[src/hdl/tlj_pkg.sv]
package tlj_pkg;

	localparam int MAX_WIDTH = 64;
	localparam int BUF_DEPTH = (MAX_WIDTH + 1) / 2;

	localparam int LEN_W  = 7;
	localparam int SP_W   = 6;
	localparam int CNT_W  = $clog2(BUF_DEPTH + 1);
	localparam int ADDR_W = $clog2(BUF_DEPTH);
	localparam int SUM_W  = LEN_W + 2;

	typedef logic [LEN_W-1:0]  len_t;
	typedef logic [SP_W-1:0]   sp_t;
	typedef logic [CNT_W-1:0]  cnt_t;
	typedef logic [ADDR_W-1:0] addr_t;
	typedef logic [SUM_W-1:0]  sum_t;

	typedef struct packed {
		logic  start;
		sp_t   dividend;
		addr_t divisor;
	} div_req_t;

	typedef struct packed {
		logic  done;
		sp_t   quot;
		addr_t rem;
	} div_rsp_t;

endpackage

[src/hdl/text_line_justifier.sv]
// Greedy full justification of a stream of word lengths. Each accepted word is
// buffered (up to 32 words per line) and nothing is emitted until the line
// closes, either because the next word would not fit with single spaces, the
// buffer is full or the word is marked final; the line is then played out as
// one beat per word, carrying the spaces that follow it. A closing line takes
// a setup step, then the restoring divider when its slack has to be spread
// over the gaps, and then for each word it holds a buffer read, an output load
// and an output beat, stretched by any back-pressure on the output. Input is
// not taken while a line is being emitted. line_width may be changed only while
// the block is idle.
module text_line_justifier (
	input  logic                clk,
	input  logic                arst_n,
	input  logic                line_width_we,
	input  logic [6:0]          line_width,
	input  logic                in_valid,
	output logic                in_ready,
	input  logic [6:0]          word_length,
	input  logic                final_word,
	output logic                out_valid,
	input  logic                out_ready,
	output logic [6:0]          out_word_length,
	output logic [5:0]          spaces_after,
	output logic                line_done,
	output logic                text_done
);

	localparam logic [2:0] ST_IDLE   = 3'd0;
	localparam logic [2:0] ST_APPEND = 3'd1;
	localparam logic [2:0] ST_CALC   = 3'd2;
	localparam logic [2:0] ST_DIV    = 3'd3;
	localparam logic [2:0] ST_RD     = 3'd4;
	localparam logic [2:0] ST_LOAD   = 3'd5;
	localparam logic [2:0] ST_WAIT   = 3'd6;

	logic [2:0]             state_q;
	tlj_pkg::len_t          width_q;
	tlj_pkg::cnt_t          count_q;
	tlj_pkg::len_t          letters_q;
	tlj_pkg::len_t          word_q;
	logic                   fin_q;
	logic                   last_q;
	tlj_pkg::addr_t         idx_q;
	tlj_pkg::sp_t           each_q;
	tlj_pkg::addr_t         extra_q;
	tlj_pkg::sp_t           pad_q;
	logic                   out_valid_q;
	tlj_pkg::len_t          out_len_q;
	tlj_pkg::sp_t           out_sp_q;
	logic                   out_ld_q;
	logic                   out_td_q;

	tlj_pkg::len_t          eff_w;
	tlj_pkg::len_t          word_c;
	logic                   close_first;
	tlj_pkg::cnt_t          gaps;
	tlj_pkg::sum_t          used;
	logic                   stretched;
	tlj_pkg::sum_t          pad_full;
	tlj_pkg::len_t          slack;
	logic                   word_end;
	logic [tlj_pkg::SP_W:0] sp_mid;
	tlj_pkg::len_t          ram_rdata;
	logic                   ram_we;
	tlj_pkg::div_req_t      div_req;
	tlj_pkg::div_rsp_t      div_rsp;
	logic                   in_beat;
	logic                   out_beat;

	assign in_ready = (state_q == ST_IDLE);
	assign in_beat  = in_valid && in_ready;
	assign out_beat = out_valid_q && out_ready;

	always_comb begin
		eff_w = width_q;
		if (width_q == '0) begin
			eff_w = tlj_pkg::LEN_W'(1);
		end else if (width_q > tlj_pkg::LEN_W'(tlj_pkg::MAX_WIDTH)) begin
			eff_w = tlj_pkg::LEN_W'(tlj_pkg::MAX_WIDTH);
		end

		word_c = word_length;
		if (word_length == '0) begin
			word_c = tlj_pkg::LEN_W'(1);
		end
		if (word_c > eff_w) begin
			word_c = eff_w;
		end

		close_first = (count_q != '0) &&
			((tlj_pkg::SUM_W'(letters_q) + tlj_pkg::SUM_W'(count_q) +
			  tlj_pkg::SUM_W'(word_c) > tlj_pkg::SUM_W'(eff_w)) ||
			 (count_q >= tlj_pkg::CNT_W'(tlj_pkg::BUF_DEPTH)));

		gaps      = count_q - 1'b1;
		used      = tlj_pkg::SUM_W'(letters_q) + tlj_pkg::SUM_W'(gaps);
		stretched = !last_q && (used <= tlj_pkg::SUM_W'(eff_w)) && (gaps != '0);
		pad_full  = (used < tlj_pkg::SUM_W'(eff_w)) ?
			(tlj_pkg::SUM_W'(eff_w) - used) : '0;
		slack     = eff_w - letters_q;

		word_end  = (tlj_pkg::CNT_W'(idx_q) + 1'b1) == count_q;
		sp_mid    = {1'b0, each_q} + ((idx_q < extra_q) ? 1'b1 : 1'b0);
	end

	assign div_req.start    = (state_q == ST_CALC) && stretched;
	assign div_req.dividend = slack[tlj_pkg::SP_W-1:0];
	assign div_req.divisor  = gaps[tlj_pkg::ADDR_W-1:0];

	assign ram_we = (state_q == ST_APPEND);

	tlj_ram #(
		.WIDTH (tlj_pkg::LEN_W),
		.DEPTH (tlj_pkg::BUF_DEPTH)
	) u_buf (
		.clk   (clk),
		.we    (ram_we),
		.waddr (count_q[tlj_pkg::ADDR_W-1:0]),
		.wdata (word_q),
		.raddr (idx_q),
		.rdata (ram_rdata)
	);

	tlj_div u_div (
		.clk    (clk),
		.arst_n (arst_n),
		.req    (div_req),
		.rsp    (div_rsp)
	);

	always_ff @(posedge clk or negedge arst_n) begin
		if (!arst_n) begin
			state_q     <= ST_IDLE;
			width_q     <= tlj_pkg::LEN_W'(tlj_pkg::MAX_WIDTH);
			count_q     <= '0;
			letters_q   <= '0;
			last_q      <= 1'b0;
			idx_q       <= '0;
			out_valid_q <= 1'b0;
		end else begin
			if (line_width_we) begin
				width_q <= line_width;
			end
			unique case (state_q)
				ST_IDLE: begin
					if (in_beat) begin
						last_q  <= 1'b0;
						state_q <= close_first ? ST_CALC : ST_APPEND;
					end
				end
				ST_APPEND: begin
					count_q   <= count_q + 1'b1;
					letters_q <= letters_q + word_q;
					if (fin_q) begin
						last_q  <= 1'b1;
						state_q <= ST_CALC;
					end else begin
						state_q <= ST_IDLE;
					end
				end
				ST_CALC: begin
					idx_q   <= '0;
					state_q <= stretched ? ST_DIV : ST_RD;
				end
				ST_DIV: begin
					if (div_rsp.done) begin
						state_q <= ST_RD;
					end
				end
				ST_RD: begin
					state_q <= ST_LOAD;
				end
				ST_LOAD: begin
					out_valid_q <= 1'b1;
					state_q     <= ST_WAIT;
				end
				ST_WAIT: begin
					if (out_beat) begin
						out_valid_q <= 1'b0;
						if (out_ld_q) begin
							// Line fully delivered; the pending word goes in next,
							// unless this was the final line of the text.
							count_q   <= '0;
							letters_q <= '0;
							state_q   <= last_q ? ST_IDLE : ST_APPEND;
						end else begin
							idx_q   <= idx_q + 1'b1;
							state_q <= ST_RD;
						end
					end
				end
				default: begin
					state_q <= ST_IDLE;
				end
			endcase
		end
	end

	always_ff @(posedge clk) begin
		if (in_beat) begin
			word_q <= word_c;
			fin_q  <= final_word;
		end
		if (state_q == ST_CALC && !stretched) begin
			each_q  <= tlj_pkg::SP_W'(1);
			extra_q <= '0;
			pad_q   <= pad_full[tlj_pkg::SP_W-1:0];
		end
		if (state_q == ST_DIV && div_rsp.done) begin
			each_q  <= div_rsp.quot;
			extra_q <= div_rsp.rem;
			pad_q   <= '0;
		end
		if (state_q == ST_LOAD) begin
			out_len_q <= ram_rdata;
			out_sp_q  <= word_end ? pad_q : sp_mid[tlj_pkg::SP_W-1:0];
			out_ld_q  <= word_end;
			out_td_q  <= word_end && last_q;
		end
	end

	assign out_valid       = out_valid_q;
	assign out_word_length = out_len_q;
	assign spaces_after    = out_sp_q;
	assign line_done       = out_ld_q;
	assign text_done       = out_td_q;

`ifndef SYNTHESIS
	a_no_overlap: assert property (@(posedge clk) disable iff (!arst_n)
		!(in_ready && out_valid))
		else $error("input taken while a result beat is pending");

	a_count_bound: assert property (@(posedge clk) disable iff (!arst_n)
		count_q <= tlj_pkg::CNT_W'(tlj_pkg::BUF_DEPTH))
		else $error("line buffer overfilled");

	a_line_clears: assert property (@(posedge clk) disable iff (!arst_n)
		(out_valid && out_ready && line_done) |=> (count_q == '0 && letters_q == '0))
		else $error("line buffer not emptied after its last beat");

	a_text_in_line: assert property (@(posedge clk) disable iff (!arst_n)
		(out_valid && text_done) |-> line_done)
		else $error("end of text flagged inside a line");
`endif

endmodule

[src/hdl/tlj_ram.sv]
module tlj_ram #(
	parameter int WIDTH = 8,
	parameter int DEPTH = 32
) (
	input  logic                     clk,
	input  logic                     we,
	input  logic [$clog2(DEPTH)-1:0] waddr,
	input  logic [WIDTH-1:0]         wdata,
	input  logic [$clog2(DEPTH)-1:0] raddr,
	output logic [WIDTH-1:0]         rdata
);

	logic [WIDTH-1:0] mem_q [DEPTH];
	logic [WIDTH-1:0] rdata_q;

	always_ff @(posedge clk) begin
		if (we) begin
			mem_q[waddr] <= wdata;
		end
		rdata_q <= mem_q[raddr];
	end

	assign rdata = rdata_q;

endmodule

[src/hdl/tlj_div.sv]
module tlj_div (
	input  logic               clk,
	input  logic               arst_n,
	input  tlj_pkg::div_req_t  req,
	output tlj_pkg::div_rsp_t  rsp
);

	localparam int STEP_W = $clog2(tlj_pkg::SP_W + 1);

	logic [STEP_W-1:0]          step_q;
	logic                       busy_q;
	logic                       done_q;
	tlj_pkg::sp_t               quo_q;
	tlj_pkg::addr_t             rem_q;
	tlj_pkg::addr_t             dsr_q;
	logic [tlj_pkg::ADDR_W:0]   trial;
	logic [tlj_pkg::ADDR_W:0]   diff;
	logic                       fits;

	// One quotient bit per cycle, restoring form.
	always_comb begin
		trial = {rem_q, quo_q[tlj_pkg::SP_W-1]};
		fits  = trial >= {1'b0, dsr_q};
		diff  = trial - {1'b0, dsr_q};
	end

	always_ff @(posedge clk or negedge arst_n) begin
		if (!arst_n) begin
			busy_q <= 1'b0;
			done_q <= 1'b0;
			step_q <= '0;
		end else begin
			done_q <= 1'b0;
			if (req.start) begin
				busy_q <= 1'b1;
				step_q <= STEP_W'(tlj_pkg::SP_W);
			end else if (busy_q) begin
				step_q <= step_q - 1'b1;
				if (step_q == STEP_W'(1)) begin
					busy_q <= 1'b0;
					done_q <= 1'b1;
				end
			end
		end
	end

	always_ff @(posedge clk) begin
		if (req.start) begin
			quo_q <= req.dividend;
			rem_q <= '0;
			dsr_q <= req.divisor;
		end else if (busy_q) begin
			quo_q <= {quo_q[tlj_pkg::SP_W-2:0], fits};
			rem_q <= fits ? diff[tlj_pkg::ADDR_W-1:0] : trial[tlj_pkg::ADDR_W-1:0];
		end
	end

	assign rsp.done = done_q;
	assign rsp.quot = quo_q;
	assign rsp.rem  = rem_q;

endmodule

[config.mk]
export PLATFORM = sky130hd
export DESIGN_NAME = text_line_justifier
export DESIGN_NICKNAME = d
export VERILOG_FILES = /design/src/hdl/tlj_pkg.sv /design/src/hdl/text_line_justifier.sv /design/src/hdl/tlj_ram.sv /design/src/hdl/tlj_div.sv
export SDC_FILE = /design/constraint.sdc
export NUM_CORES = 1
export LEC_CHECK = 0
export ABC_CLOCK_PERIOD_IN_PS = 6700
export BUFFER_PORTS_ARGS = -buffer_cell sky130_fd_sc_hd__buf_2
export CAP_MARGIN = 25
export CORE_MARGIN = 2
export CORE_UTILIZATION = 63
export CTS_CLUSTER_DIAMETER = 150
export DETAILED_ROUTE_END_ITERATION = 10
export PLACE_DENSITY = 0.8
export SYNTH_ARGS = -nofsm -noshare
export SYNTH_HDL_FRONTEND = slang
export SYNTH_HIERARCHICAL = 1
export SYNTH_SLANG_ARGS = --single-unit
[constraint.sdc]
create_clock -name clk -period 6.7 [get_ports clk]
set_clock_uncertainty 0.15 [all_clocks]
set_input_delay 0 -clock clk [delete_from_list [all_inputs] [get_ports clk]]
set_output_delay 0 -clock clk [all_outputs]
set_load 0.05 [all_outputs]
==> out/summary.txt, run 1 <==
RR Endpoint: state_q[0]$_DFFE_PN0P_
Yosys reg bits: 322
placed insts: 1303
Nets: 1152
PortBufs: 36
grt ovf: 0
Arrival @ worst endpoint: 6.55 ns
CP startpoint kind: flip-flop
DP Worst Slack: 0.3772 ns
Post-Syn Nets: 1082
Post-Syn Area: 0.01505 mm2
Final min period: 6.282 ns
most frequent cells in the layout: edfxtp_1 (269), nor2_1 (70), mux4_2 (70)
Worst Tran Pin Value: 1.043 ns
CP Class: reg2reg
worst setup slack after layout: 0.4183 ns
status: complete, no violations
fin util: 72.83%
row count: 56
gr usage total: 27.43%
Final Hold Viols: 0
setup bufs post-CTS: 0
Root Buffer: clkbuf_16
Seq/Total Area, Yosys: 61.91%
ANT nets after route: 0
asr flop ratio synth: 10.87%
CTS max path bufs: 3
num ports: 37
via count: 8871
Cell Pwr Density: 474.3 mW/mm2
Yosys cell types: 74
largest net degree at the start of global routing: 62
final period utilization: 93.76%
# clock sinks: 322
Inserted Clock Buffers: 34
Clk Latency, worst-skew pair: 0.52 ns
drt initial violations: 949
dpl hpwl: 20.73 mm
share of cells above drive strength 1: 20.33%
Post-synth EDFFs: 269
clock slew at reported path FFs: 0.06 ns
Register Area: 0.009320 mm2
ANT cells: 0
Yosys warning count: 6
CP Max Fanout: 7
Leakage: 6.156 nW
CTS tree: built
vias in the first global route: 8804
prevailing post-synth register cell: edfxtp_1
r2r setup slk: 0.42 ns
CP Capture Type: flip-flop
Pre-antenna DRT Iters: 5
Slew Viols, Final: 0
chip width: 158.5 um
Area growth, synth to finish: 13.62%
post-route setup TNS: 0 ns
initial antenna violation count: 0
die extent in y: 158.5 um
required time worst endpoint: 6.97 ns
core area: 0.02347 mm2
die area: 0.02513 mm2
Placer Congestion: 0.8781
slew margin rel.: 30.48%
Pwr Total: 8.109 mW
worst hold path class: in2async
DRC viols: 0
DR WL/cell: 23.89 um
Initial Util: 64.10%
first-pass GRT wire length: 51.14 mm
cells on worst reg2reg path: 25
Avg Cell Area, Syn: 15.32 um2
Max Fclk: 0.1592 GHz
most common cell after layout, fill and taps aside: edfxtp_1
Final Setup Violations: 0
Cell Count, Final, Fillers Out: 1396
fillcell total: 1396
via/cell ratio: 6.355
max-cap violation count: 0
Critical R2R Launch: width_q[1]$_DFFE_PN0P_
Peak VDD IR: 351.5 uV
H-tree depth: 2
final wirelength: 33.36 mm
Synth Instances: 982
multi-input logic area: 0.005319 mm2
registers in the layout, summed over array words and instances (netlist names), 7 cells and up:
| signal | flops |
|---|---|
| u_buf/mem_q | 224 |
| width_q | 7 |
| out_word_length | 7 |
| u_buf/rdata | 7 |
| letters_q | 7 |
| word_q | 7 |
critical path: stages, from the launching register on:
cell and delay [ns]:
dfrtp_1 0.38, nor2b_1 0.37, inv_1 0.23, ha_1 0.36, nor2b_1 0.17, o21a_1 0.14
o21ai_0 0.10, a21oi_1 0.20, a211oi_2 0.08, a41oi_2 0.47, mux2_4 0.37, fa_1 0.50
ha_1 0.31, a21o_1 0.15, a21oi_1 0.23, o21bai_1 0.11, a21oi_1 0.18, xnor2_1 0.14
ha_1 0.28, a211o_1 0.31, a21oi_1 0.11, o21ai_0 0.10, a31oi_1 0.19, a2bb2oi_2 0.24
a31oi_1 0.11, o31ai_1 0.20
cells in the mapped netlist, drive strengths merged (9+ instances only):
library cell / number / area share [%]
o21ai: 33 / 1.1
a21o: 12 / 0.60
nor3: 9 / 0.33
mux2: 25 / 1.9
buf: 13 / 0.69
mux4: 70 / 10
and2: 12 / 0.50
xnor2: 22 / 1.3
nand2b: 12 / 0.50
nor2: 70 / 1.7
dfxtp: 18 / 2.4
dfrtp: 34 / 5.7
fa: 12 / 1.6
clkbuf: 28 / 0.70
nand3: 13 / 0.43
ha: 68 / 5.7
nor2b: 10 / 0.42
inv: 57 / 1.4
nand2: 44 / 1.1
edfxtp: 269 / 54
a21oi: 35 / 1.2
xor2: 19 / 1.1
power by group:
| part | internal [mW] | switching [mW] |
|---|---|---|
| Clock | 1.19 | 0.766 |
| Combinational | 1.51 | 1.81 |
| Sequential | 2.48 | 0.345 |
| Total | 5.18 | 2.92 |
metrics by stage:
stage	instance area, um2	hold WS [ns]
finish	17100	0.0002874
global route	17100	0.07105
CTS	16940	0.01791
detailed placement	15500	0.02775
global placement	15460	0.01658
floorplan	15050	-0.4456
routing by layer:
layer | vias up | share of wire (%) | GRT usage [%]
met5 | - | 0 | 0
met4 | 0 | 1.9 | 6.435
met3 | 51 | 6.8 | 4.219
met2 | 388 | 50 | 45.39
met1 | 4537 | 41 | 39.06
li1 | 3895 | - | -
worst max-delay path by stage:
| stage | from | to | slack, ns |
|---|---|---|---|
| final | width_q[1]$_DFFE_PN0P_ | state_q[0]$_DFFE_PN0P_ | 0.42 |
| after global routing | width_q[1]$_DFFE_PN0P_ | state_q[0]$_DFFE_PN0P_ | -0.05 |
| after CTS | width_q[1]$_DFFE_PN0P_ | state_q[0]$_DFFE_PN0P_ | 0.31 |
| after detailed placement | width_q[1]$_DFFE_PN0P_ | state_q[1]$_DFFE_PN0P_ | 0.38 |
| after global placement | width_q[1]$_DFFE_PN0P_ | state_q[1]$_DFFE_PN0P_ | 0.50 |
| after floorplan | width_q[1]$_DFFE_PN0P_ | state_q[1]$_DFFE_PN0P_ | 1.06 |
layout make-up:
| class | count | area share [%] |
|---|---|---|
| flip-flops and latches | 322 | 54.52 |
| clock buffers | 45 | 5.511 |
| clock inverters | 16 | 1.354 |
| inverters | 58 | 1.274 |
| repair buffers | 75 | 3.894 |
| multi-input cells | 561 | 31.11 |
| well taps | 319 | 2.335 |
cell families (layout without fill, tap and decap cells):
logic type / count (synthesis) / count (layout) / share of synthesized area, %
AOI/OAI and AO/OA: 141 / 141 / 6.379
and+or+nand+nor: 200 / 200 / 6.620
DFF: 322 / 322 / 61.91
xor gates and xnor gates: 41 / 41 / 2.387
adders and majority gates: 80 / 80 / 7.252
buffers and inverters: 99 / 194 / 2.836
muxes: 99 / 99 / 12.62
what timing repair did:
action                     4_1_cts  5_1_grt
setup endpoints to repair        0        2
hold buffers                    26        0
hold endpoints to repair        70        0
resized for setup                0        4
(Power assumes the default switching activity.)
==> run 2: changes to the inputs <==
--- a/config.mk
+++ b/config.mk
@@ -8,5 +8,5 @@
 export ABC_CLOCK_PERIOD_IN_PS = 6700
 export BUFFER_PORTS_ARGS = -buffer_cell sky130_fd_sc_hd__buf_2
-export CAP_MARGIN = 25
+export CAP_MARGIN = 20
 export CORE_MARGIN = 2
 export CORE_UTILIZATION = 63
==> constraint.sdc (replaced) <==
create_clock -name clk -period 6.7 [get_ports clk]
set_clock_uncertainty 0.15 [all_clocks]
set_input_delay 1.675 -clock clk [delete_from_list [all_inputs] [get_ports clk]]
set_output_delay 1.675 -clock clk [all_outputs]
set_load 0.05 [all_outputs]
==> run 2 against run 1 <==
  * Cell count down 0.93%
  * Worst setup slack worse by 0.030 ns
  * Combinational power up 2%
  * Via count down 2.5%
  * Global-route usage down 0.86 points
  * Critical endpoint unchanged
  * Largest cell class unchanged
  * Largest power group unchanged
==> out/summary.txt, run 2 (synthesis gave the netlist of run 1 again) <==
CP Max Fanout: 2 (was 7)
Critical Path Most Common Cell: a21oi_1 (unchanged)
vias in the first global route: 8646 (was 8804)
Final Hold Viols: 0 (unchanged)
dpl hpwl: 20.52 mm (was 20.73 mm)
hold_sp: u_buf/rdata[5]$_DFF_P_
Area growth, synth to finish: 11.67% (was 13.62%)
status: complete, no violations (unchanged)
largest net degree at the start of global routing: 47 (was 62)
via/cell ratio: 6.251 (was 6.355)
Pre-antenna DRT Iters: 5 (unchanged)
PortBufs: 36 (unchanged)
hold_ws: 0.2507 ns (was 0.0002874 ns)
most frequent cells in the layout: edfxtp_1 (269), nor2_1 (70), mux4_2 (70) (unchanged)
Nets: 1139 (was 1152)
share of cells above drive strength 1: 21.24% (was 20.33%)
worst hold path class: reg2reg (was in2async)
Leakage: 6.039 nW (was 6.156 nW)
max-cap violation count: 0 (unchanged)
H-tree depth: 2 (unchanged)
most common cell after layout, fill and taps aside: edfxtp_1 (unchanged)
Peak VDD IR: 300.8 uV (was 351.5 uV)
largest register by flop count: u_buf/mem_q (unchanged)
DR WL/cell: 23.45 um (was 23.89 um)
num ports: 37 (unchanged)
Inserted Clock Buffers: 34 (unchanged)
RSZ-0062 raised after global routing: false
Cell Pwr Density: 477.8 mW/mm2 (was 474.3 mW/mm2)
number of flip-flops in the largest register: 224 (unchanged)
CP startpoint kind: input port (was flip-flop)
die extent in y: 158.5 um (unchanged)
Max Fclk: 0.1584 GHz (was 0.1592 GHz)
met2 routed WL: 16.26 mm (was 16.68 mm)
M1 WL: 13.27 mm (was 13.79 mm)
required time worst endpoint: 6.96 ns (was 6.97 ns)
via count: 8645 (was 8871)
ANT cells: 0 (unchanged)
CP Capture Type: flip-flop (unchanged)
Max stage delay on crit path: 0.47 ns (was 0.50 ns)
die area: 0.02513 mm2 (unchanged)
r2r setup slk: 0.65 ns (was 0.42 ns)
final wirelength: 32.43 mm (was 33.36 mm)
chip width: 158.5 um (unchanged)
initial antenna violation count: 0 (unchanged)
Initial Util: 64.10% (unchanged)
setup bufs post-CTS: 0 (unchanged)
grt ovf: 0 (unchanged)
RR Endpoint: state_q[0]$_DFFE_PN0P_ (unchanged)
Final min period: 6.312 ns (was 6.282 ns)
cells on worst reg2reg path: 29 (was 25)
clock slew at reported path FFs: 0.06 ns (about the same)
# clock sinks: 322 (unchanged)
row count: 56 (unchanged)
Final Setup Violations: 0 (unchanged)
worst hold stages: 0
Placer Congestion: 0.8684 (was 0.8781)
Max Used Layer: met4 (unchanged)
Worst Tran Pin Value: 1.074 ns (was 1.043 ns)
Arrival @ worst endpoint: 6.57 ns (was 6.55 ns)
CP Class: in2reg (was reg2reg)
Clk Latency, worst-skew pair: 0.52 ns (about the same)
gr usage total: 26.58% (was 27.43%)
met3 routed WL: 2.338 mm (was 2.265 mm)
Hold Path Sink: out_word_length[5]$_DFFE_PP_
slew margin rel.: 28.42% (was 30.48%)
CTS tree: built (unchanged)
Root Buffer: clkbuf_16 (unchanged)
final period utilization: 94.20% (was 93.76%)
Worst path slowest cell: fa_1 (unchanged)
post-route setup TNS: 0 ns (unchanged)
first-pass GRT wire length: 49.45 mm (was 51.14 mm)
DRC viols: 0 (unchanged)
fin util: 71.58% (was 72.83%)
CTS max path bufs: 3 (unchanged)
drt initial violations: 892 (was 949)
core area: 0.02347 mm2 (unchanged)
ANT nets after route: 0 (unchanged)
Critical R2R Launch: width_q[1]$_DFFE_PN0P_ (unchanged)
Slew Viols, Final: 0 (unchanged)
run 2: final cells by class:
cell class                 instances  area (um2)
clock buffer                      38       865.8
fill                            1465        6671
inverter                          58       217.7
tap                              319       399.1
multi-input combinational        561        5310
timing repair buffer              62       475.5
clock inverter                    23       212.7
sequential                       322        9320
run 2: timing repair:
action | in CTS | in global routing
gates resized for setup | 0 | 1
endpoints found under the setup margin | 0 | 2
hold buffers | 0 | 0
run 2: how the worst max path moves through the flow:
stage              startpoint                endpoint  slack, ns  cells after the start
2_1_floorplan  word_length[1]  state_q[1]$_DFFE_PN0P_       0.19                     25
3_3_place_gp   word_length[1]  state_q[0]$_DFFE_PN0P_       0.01                     26
3_5_place_dp   word_length[1]  state_q[0]$_DFFE_PN0P_      -0.16                     26
4_1_cts        word_length[1]  state_q[0]$_DFFE_PN0P_       0.34                     26
5_1_grt        word_length[1]  state_q[0]$_DFFE_PN0P_       0.06                     26
6_report       word_length[1]  state_q[0]$_DFFE_PN0P_       0.39                     26
run 2: metrics by stage:
step	area [um2]	cells	power, mW	worst slack [ns]
after floorplan	15050	982	5.275	0.1935
after global placement	15580	1317	5.970	0.01159
after detailed placement	15580	1317	6.085	-0.1563
after CTS	16660	1378	7.936	0.3443
after global routing	16800	1383	8.503	0.05665
final	16800	1383	8.028	0.3883
run 2: critical path: cells and delay by family:
kind	cells	cell delay [ns]
muxes	1	0.38
buffers and inverters	1	0.10
xor gates and xnor gates	1	0.15
adders and majority gates	4	1.25
AOI/OAI and AO/OA	17	2.60
and+or+nand+nor	2	0.41
run 2: power by group:
group	switching [mW]	internal, mW
sequential	0.357	2.48
clock	0.768	1.06
combinational	1.81	1.56
total	2.93	5.10
run 2: routing by layer:
metal / vias to the layer above / global-route usage, %
li1: 3858 / -
met1: 4358 / 37.65
met2: 379 / 43.02
met3: 50 / 4.954
met4: 0 / 7.379
met5: - / 0
